### src/rtl/ffha_pkg.sv
// Shared types, codes and constants for the first-fit heap allocator.
package ffha_pkg;

  localparam int unsigned BLK_CNT_W = 9;

  typedef enum logic {
    CMD_ALLOC = 1'b0,
    CMD_FREE  = 1'b1
  } command_t;

  typedef enum logic [2:0] {
    ST_OK       = 3'd0,
    ST_BAD_SIZE = 3'd1,
    ST_BIG      = 3'd2,
    ST_NO_HEAP  = 3'd3,
    ST_FULL     = 3'd4,
    ST_IGNORED  = 3'd5
  } status_t;

  typedef enum logic [1:0] {
    CFG_HEAP_LIMIT  = 2'd0,
    CFG_SPLIT_THR   = 2'd1,
    CFG_BIG_THR     = 2'd2,
    CFG_MAX_REQUEST = 2'd3
  } cfg_index_t;

  localparam logic [31:0] HEAP_LIMIT_RST  = 32'd16777216;
  localparam logic [15:0] SPLIT_THR_RST   = 16'd128;
  localparam logic [31:0] BIG_THR_RST     = 32'd128000;
  localparam logic [31:0] MAX_REQUEST_RST = 32'd100000000;

  typedef struct packed {
    logic        command;
    logic [31:0] alloc_size;
    logic [31:0] payload_address;
  } req_t;

  typedef struct packed {
    logic [31:0]          result_address;
    status_t              status;
    logic [BLK_CNT_W-1:0] avail_blocks;
    logic [31:0]          avail_bytes;
    logic [BLK_CNT_W-1:0] used_blocks;
    logic [31:0]          used_bytes;
    logic [31:0]          header_bytes;
  } rsp_t;

  typedef struct packed {
    logic [31:0] start;
    logic [31:0] size;
    logic        free;
  } entry_t;

  typedef enum logic [4:0] {
    OP_NONE,
    OP_LOAD,
    OP_FAIL,
    OP_READ_IDX,
    OP_INC,
    OP_HIT,
    OP_GROW,
    OP_APPEND,
    OP_SETUP_UP,
    OP_READ_UP,
    OP_WRITE_UP,
    OP_SPLIT,
    OP_TAKE,
    OP_TAKE_SPLIT,
    OP_MARK,
    OP_READ_NX,
    OP_MERGE_NX,
    OP_READ_DN,
    OP_WRITE_DN,
    OP_DN_DONE,
    OP_READ_PV,
    OP_MERGE_PV,
    OP_WB_FIN,
    OP_DN_FIN,
    OP_FIN_IGNORE
  } op_t;

  typedef enum logic [4:0] {
    S_IDLE,
    S_CHECK,
    S_SCAN_RD,
    S_SCAN_CHK,
    S_NOTFOUND,
    S_ALLOC_HIT,
    S_UP_RD,
    S_UP_WR,
    S_TAKE_SPLIT,
    S_FREE_HIT,
    S_NX_RD,
    S_NX_CHK,
    S_DN1_RD,
    S_DN1_WR,
    S_PV_RD,
    S_PV_CHK,
    S_DN2_RD,
    S_DN2_WR
  } state_t;

  typedef struct packed {
    logic is_free;
    logic pre_fail;
    logic scan_end;
    logic match;
    logic last_free;
    logic ent_free;
    logic split_ok;
    logic has_next;
    logic has_prev;
    logic rd_free;
    logic up_done;
    logic dn_done;
  } flags_t;

endpackage

### src/rtl/ffha_ctrl.sv
// Sequencer for the allocator: scan, shift and merge steps.
module ffha_ctrl (
  input  logic            clk,
  input  logic            rst,
  input  logic            start,
  input  ffha_pkg::flags_t flags,
  output ffha_pkg::op_t   op,
  output logic            busy
);

  ffha_pkg::state_t state, state_next;

  always_ff @(posedge clk) begin
    if (rst) begin
      state <= ffha_pkg::S_IDLE;
    end else begin
      state <= state_next;
    end
  end

  assign busy = (state != ffha_pkg::S_IDLE);

  always_comb begin
    state_next = state;
    unique case (state)
      ffha_pkg::S_IDLE:       if (start) state_next = ffha_pkg::S_CHECK;
      ffha_pkg::S_CHECK:      state_next = flags.pre_fail ? ffha_pkg::S_IDLE : ffha_pkg::S_SCAN_RD;
      ffha_pkg::S_SCAN_RD: begin
        if (!flags.scan_end) state_next = ffha_pkg::S_SCAN_CHK;
        else if (flags.is_free) state_next = ffha_pkg::S_IDLE;
        else state_next = ffha_pkg::S_NOTFOUND;
      end
      ffha_pkg::S_SCAN_CHK: begin
        if (!flags.match) state_next = ffha_pkg::S_SCAN_RD;
        else if (flags.is_free) state_next = ffha_pkg::S_FREE_HIT;
        else state_next = ffha_pkg::S_ALLOC_HIT;
      end
      ffha_pkg::S_NOTFOUND:   state_next = ffha_pkg::S_IDLE;
      ffha_pkg::S_ALLOC_HIT:  state_next = flags.split_ok ? ffha_pkg::S_UP_RD : ffha_pkg::S_IDLE;
      ffha_pkg::S_UP_RD:      state_next = flags.up_done ? ffha_pkg::S_TAKE_SPLIT
                                                         : ffha_pkg::S_UP_WR;
      ffha_pkg::S_UP_WR:      state_next = ffha_pkg::S_UP_RD;
      ffha_pkg::S_TAKE_SPLIT: state_next = ffha_pkg::S_IDLE;
      ffha_pkg::S_FREE_HIT:   state_next = flags.ent_free ? ffha_pkg::S_IDLE : ffha_pkg::S_NX_RD;
      ffha_pkg::S_NX_RD:      state_next = flags.has_next ? ffha_pkg::S_NX_CHK : ffha_pkg::S_PV_RD;
      ffha_pkg::S_NX_CHK:     state_next = flags.rd_free ? ffha_pkg::S_DN1_RD : ffha_pkg::S_PV_RD;
      ffha_pkg::S_DN1_RD:     state_next = flags.dn_done ? ffha_pkg::S_PV_RD : ffha_pkg::S_DN1_WR;
      ffha_pkg::S_DN1_WR:     state_next = ffha_pkg::S_DN1_RD;
      ffha_pkg::S_PV_RD:      state_next = flags.has_prev ? ffha_pkg::S_PV_CHK : ffha_pkg::S_IDLE;
      ffha_pkg::S_PV_CHK:     state_next = flags.rd_free ? ffha_pkg::S_DN2_RD : ffha_pkg::S_IDLE;
      ffha_pkg::S_DN2_RD:     state_next = flags.dn_done ? ffha_pkg::S_IDLE : ffha_pkg::S_DN2_WR;
      ffha_pkg::S_DN2_WR:     state_next = ffha_pkg::S_DN2_RD;
      default:                state_next = ffha_pkg::S_IDLE;
    endcase
  end

  always_comb begin
    op = ffha_pkg::OP_NONE;
    unique case (state)
      ffha_pkg::S_IDLE:       if (start) op = ffha_pkg::OP_LOAD;
      ffha_pkg::S_CHECK:      if (flags.pre_fail) op = ffha_pkg::OP_FAIL;
      ffha_pkg::S_SCAN_RD: begin
        if (!flags.scan_end) op = ffha_pkg::OP_READ_IDX;
        else if (flags.is_free) op = ffha_pkg::OP_FIN_IGNORE;
      end
      ffha_pkg::S_SCAN_CHK:   op = flags.match ? ffha_pkg::OP_HIT : ffha_pkg::OP_INC;
      ffha_pkg::S_NOTFOUND:   op = flags.last_free ? ffha_pkg::OP_GROW : ffha_pkg::OP_APPEND;
      ffha_pkg::S_ALLOC_HIT:  op = flags.split_ok ? ffha_pkg::OP_SETUP_UP : ffha_pkg::OP_TAKE;
      ffha_pkg::S_UP_RD:      op = flags.up_done ? ffha_pkg::OP_SPLIT : ffha_pkg::OP_READ_UP;
      ffha_pkg::S_UP_WR:      op = ffha_pkg::OP_WRITE_UP;
      ffha_pkg::S_TAKE_SPLIT: op = ffha_pkg::OP_TAKE_SPLIT;
      ffha_pkg::S_FREE_HIT:   op = flags.ent_free ? ffha_pkg::OP_FIN_IGNORE : ffha_pkg::OP_MARK;
      ffha_pkg::S_NX_RD:      if (flags.has_next) op = ffha_pkg::OP_READ_NX;
      ffha_pkg::S_NX_CHK:     if (flags.rd_free) op = ffha_pkg::OP_MERGE_NX;
      ffha_pkg::S_DN1_RD:     op = flags.dn_done ? ffha_pkg::OP_DN_DONE : ffha_pkg::OP_READ_DN;
      ffha_pkg::S_DN1_WR:     op = ffha_pkg::OP_WRITE_DN;
      ffha_pkg::S_PV_RD:      op = flags.has_prev ? ffha_pkg::OP_READ_PV : ffha_pkg::OP_WB_FIN;
      ffha_pkg::S_PV_CHK:     op = flags.rd_free ? ffha_pkg::OP_MERGE_PV : ffha_pkg::OP_WB_FIN;
      ffha_pkg::S_DN2_RD:     op = flags.dn_done ? ffha_pkg::OP_DN_FIN : ffha_pkg::OP_READ_DN;
      ffha_pkg::S_DN2_WR:     op = ffha_pkg::OP_WRITE_DN;
      default:                op = ffha_pkg::OP_NONE;
    endcase
  end

endmodule

### config.mk
export PLATFORM = sky130hd
export DESIGN_NAME = ffha_ctrl
export DESIGN_NICKNAME = d
export VERILOG_FILES = /design/src/rtl/ffha_pkg.sv /design/src/rtl/ffha_ctrl.sv
export SDC_FILE = /design/constraint.sdc
export NUM_CORES = 1
export LEC_CHECK = 0
export ABC_CLOCK_PERIOD_IN_PS = 3500
export CAP_MARGIN = 20
export CORE_UTILIZATION = 45
export CTS_BUF_LIST = sky130_fd_sc_hd__clkbuf_16
export DETAILED_ROUTE_END_ITERATION = 7
export DONT_BUFFER_PORTS = 1
export HOLD_SLACK_MARGIN = 0.08
export PLACE_DENSITY_LB_ADDON = 0.08
export SLEW_MARGIN = 25
export SYNTH_ARGS = -nofsm -noshare
export SYNTH_HDL_FRONTEND = slang
export SYNTH_SLANG_ARGS = --single-unit
### constraint.sdc
create_clock -name clk -period 3.5 [get_ports clk]
set_input_delay 1.05 -clock clk [delete_from_list [all_inputs] [get_ports clk]]
set_output_delay 1.05 -clock clk [all_outputs]
set_load 0.005 [all_outputs]
==> impl_results.rst <==
.. list-table::
   :header-rows: 1

   * - Metric
     - Value
   * - Remaining design rule violation count
     - 0
   * - Clock latency on the worst-skew pair
     - 220 ps
   * - Max-Slew Margin vs Limit
     - 56.5%
   * - Synth-to-Final Area Change
     - 11.3%
   * - Clock transition at the register clock pins on the worst setup and hold paths after CTS
     - 30 ps
   * - Pre-Repair DR Iteration Count
     - 4
   * - Final setup fails
     - 0
   * - Cell accounting for the most synthesized area
     - sky130_fd_sc_hd__dfxtp_1
   * - Crit Path Max Fanout
     - 20
   * - Die Ht
     - 44.4 um
   * - Post-route design area
     - 902 um2
   * - Number of max-capacitance violations reported
     - 0
   * - Total die area
     - 1980 um2
   * - Worst hold margin
     - 682 ps
   * - Complex-gate fraction of the synthesized area
     - 34.9%
   * - Total number of clock tree sinks
     - 5
   * - Maximum number of buffers from clock root to sink
     - 2
   * - Count of warnings emitted by yosys
     - 0
   * - Die Span X
     - 44.4 um
   * - Number of diodes added for antenna fixing
     - 0
   * - Accumulated negative setup slack
     - 0 ps
   * - Placement-stage worst setup slack
     - 553 ps
   * - DRT iter0 DRCs
     - 47
   * - Cell types occupying the most area after synthesis
     - sky130_fd_sc_hd__dfxtp_1 (12%), sky130_fd_sc_hd__a21oi_1 (6.8%), sky130_fd_sc_hd__nand2_1 (5.1%)
   * - Number of standard cells in the layout, taps in and fillers out
     - 147
   * - Aggregate global-route resource usage
     - 26.7%
   * - Most used DFF post-synth
     - sky130_fd_sc_hd__dfxtp_1
   * - Post-cts repair resize count
     - 0
   * - Number of vias per cell after detailed routing
     - 6.44
   * - Status
     - complete, no violations
   * - Largest reg by FF count
     - state
   * - Setup crit end kind
     - output port
   * - Total of flip-flops plus latches after synthesis
     - 5
   * - Placed standard-cell area
     - 823 um2
   * - Number of buffers inserted by post-CTS setup repair
     - 0
   * - CORE AREA
     - 1590 um2
   * - Flip-flop count of the largest register, all copies and words added
     - 5
   * - Slew at the pin closest to its max-slew limit
     - 652 ps
   * - Initial standard-cell utilization of the core
     - 50.9%
   * - Mapped Nets
     - 140
   * - Startpoint-to-endpoint class of the critical path
     - reg2out
   * - Clock root buffer
     - sky130_fd_sc_hd__clkbuf_16
   * - Total half-perimeter wirelength after legalization and detailed placement
     - 1.70 mm
   * - Cell variety after synth
     - 41
   * - CTS tree
     - done
   * - Share of the clock period used by the worst path
     - 85.1%
   * - Number of endpoints with negative hold slack in the final report
     - 0
   * - Global-route wire length before repair
     - 3.97 mm
   * - Placed Cells
     - 143
   * - Setup repair after global routing missed its margin
     - false
   * - Cell area after technology mapping
     - 811 um2
   * - P_leak
     - 0.311 nW
   * - Overflow left after global routing
     - 0
   * - Final design utilization
     - 56.6%
   * - Power per standard cell area
     - 375 nW/um2
   * - Sequential share of the synthesized area
     - 12.3%
   * - Final worst setup slack
     - 520 ps
   * - Async S/R FF share, synth
     - 0%
   * - Arrival time at the worst endpoint
     - 1930 ps
   * - Xor/xnor share of the synthesized area
     - 0%
   * - Yosys top cell area share
     - 12.3%
   * - Fraction of final layout cells sized beyond drive strength 1
     - 10.6%
   * - Final weighted congestion of routability-driven global placement
     - 0.927
   * - Final WL
     - 2.29 mm
   * - Number of clock buffers inserted by TritonCTS
     - 3
   * - Adder and majority gate portion of the synthesized area
     - 0%
   * - Pin count of the biggest net entering global routing
     - 21
   * - Routed wire per std cell
     - 15.6 um
   * - Simple-gate portion of the synthesized area
     - 39.4%
   * - Initial antenna violation count
     - 0
   * - Net total in the final layout
     - 139
   * - Instance count of the mapped netlist
     - 125
   * - Post-Syn Area per Cell
     - 6.49 um2
   * - Worst voltage drop across the vdd grid
     - 468 uV
   * - Fmax achieved
     - 0.336 GHz
   * - Post-DRT Antenna Nets
     - 0
   * - Final Skew
     - 0.404 ps
   * - # port buffers
     - 0
   * - Cts-stage hold buffer count
     - 0
   * - Final period demand of the worst path
     - 2980 ps
   * - Multiplexer share of the synthesized area
     - 3.86%
   * - Number of flops mapped to enable cells by yosys
     - 0
   * - Vias in the first global route
     - 923
   * - Vias after detailed routing
     - 947
   * - Max-slew violation count
     - 0
   * - Kind of path behind the tightest hold check
     - reg2reg
   * - Main combinational cell family by area after synthesis
     - simple AND/OR/NAND/NOR gates
   * - Power Total
     - 0.339 mW
   * - IO Pins
     - 21
   * - FP Rows
     - 14
   * - Registers with the most flip-flops
     - state (5)
   * - Count of H-tree levels built during CTS
     - 1
   * - CP startpoint kind
     - flip-flop
   * - Data required time of the worst path
     - 2450 ps
cell families (layout without fill, tap and decap cells):
group / Yosys count / in the layout
multiplexers: 3 / 3
buffers and inverters: 17 / 15
AND/OR/NAND/NOR: 56 / 56
flip-flops: 5 / 5
AO/OA/AOI/OAI: 44 / 44
critical path, stage by stage, from the launching register on:
cell,delay (ps)
sky130_fd_sc_hd__dfxtp_1,730
sky130_fd_sc_hd__nor3b_1,410
sky130_fd_sc_hd__nor3b_1,240
sky130_fd_sc_hd__a21oi_1,80
sky130_fd_sc_hd__and3_1,150
sky130_fd_sc_hd__nand3_1,90
per-layer routing:
metal | global-route usage (%) | routed length [um] | up-vias
met3 | 8.98 | 203 | 4
met2 | 42.4 | 1070 | 43
met1 | 34.9 | 991 | 434
li1 | - | - | 466
met5 | 0 | 0 | -
met4 | 6.06 | 27 | 0
final cells by class:
cell class              count  area (um2)
flip-flops and latches      5         100
fillers                   150         692
inverters                   6        22.5
repair buffers              5        37.5
well taps                  24        30.0
multi-input cells         103         633
clock inverters             1        3.75
clock buffers               3        75.1
cells in the mapped netlist, types with 4 or more instances:
| cell type | count |
|---|---|
| sky130_fd_sc_hd__a31oi_1 | 4 |
| sky130_fd_sc_hd__nand2b_1 | 6 |
| sky130_fd_sc_hd__o21ai_0 | 7 |
| sky130_fd_sc_hd__inv_1 | 5 |
| sky130_fd_sc_hd__nor2b_1 | 5 |
| sky130_fd_sc_hd__nor2_1 | 8 |
| sky130_fd_sc_hd__nand2_1 | 11 |
| sky130_fd_sc_hd__clkbuf_1 | 5 |
| sky130_fd_sc_hd__buf_2 | 5 |
| sky130_fd_sc_hd__dfxtp_1 | 5 |
| sky130_fd_sc_hd__nor3_1 | 5 |
| sky130_fd_sc_hd__a21oi_1 | 11 |
power by group:
part	switching (mW)	total, mW	leakage [nW]	internal, mW
Sequential	0.0107	0.0716	0.0406	0.0609
Clock	0.0335	0.181	0.0423	0.148
Combinational	0.0495	0.0860	0.228	0.0365
Total	0.0937	0.339	0.311	0.245
placed cells by master (no fill, tap or decap), types with 4 or more instances in the layout:
cell / instances
sky130_fd_sc_hd__a31oi_1: 4
sky130_fd_sc_hd__nor3_1: 5
sky130_fd_sc_hd__buf_4: 5
sky130_fd_sc_hd__nand2_1: 11
sky130_fd_sc_hd__inv_1: 6
sky130_fd_sc_hd__o21ai_0: 7
sky130_fd_sc_hd__nor2_1: 8
sky130_fd_sc_hd__a21oi_1: 11
sky130_fd_sc_hd__dfxtp_1: 5
sky130_fd_sc_hd__nand2b_1: 6
sky130_fd_sc_hd__nor2b_1: 5
worst paths after layout:
kind | from | endpoint | slack [ps] | depth (start not counted)
max | state[3] | op[1] | 520 | 5
max reg2reg | state[2] | state[3] | 1590 | 5
min | state[0] | state[4] | 680 | 2
min reg2reg | state[0] | state[4] | 680 | 2
(Power assumes the default switching activity.)
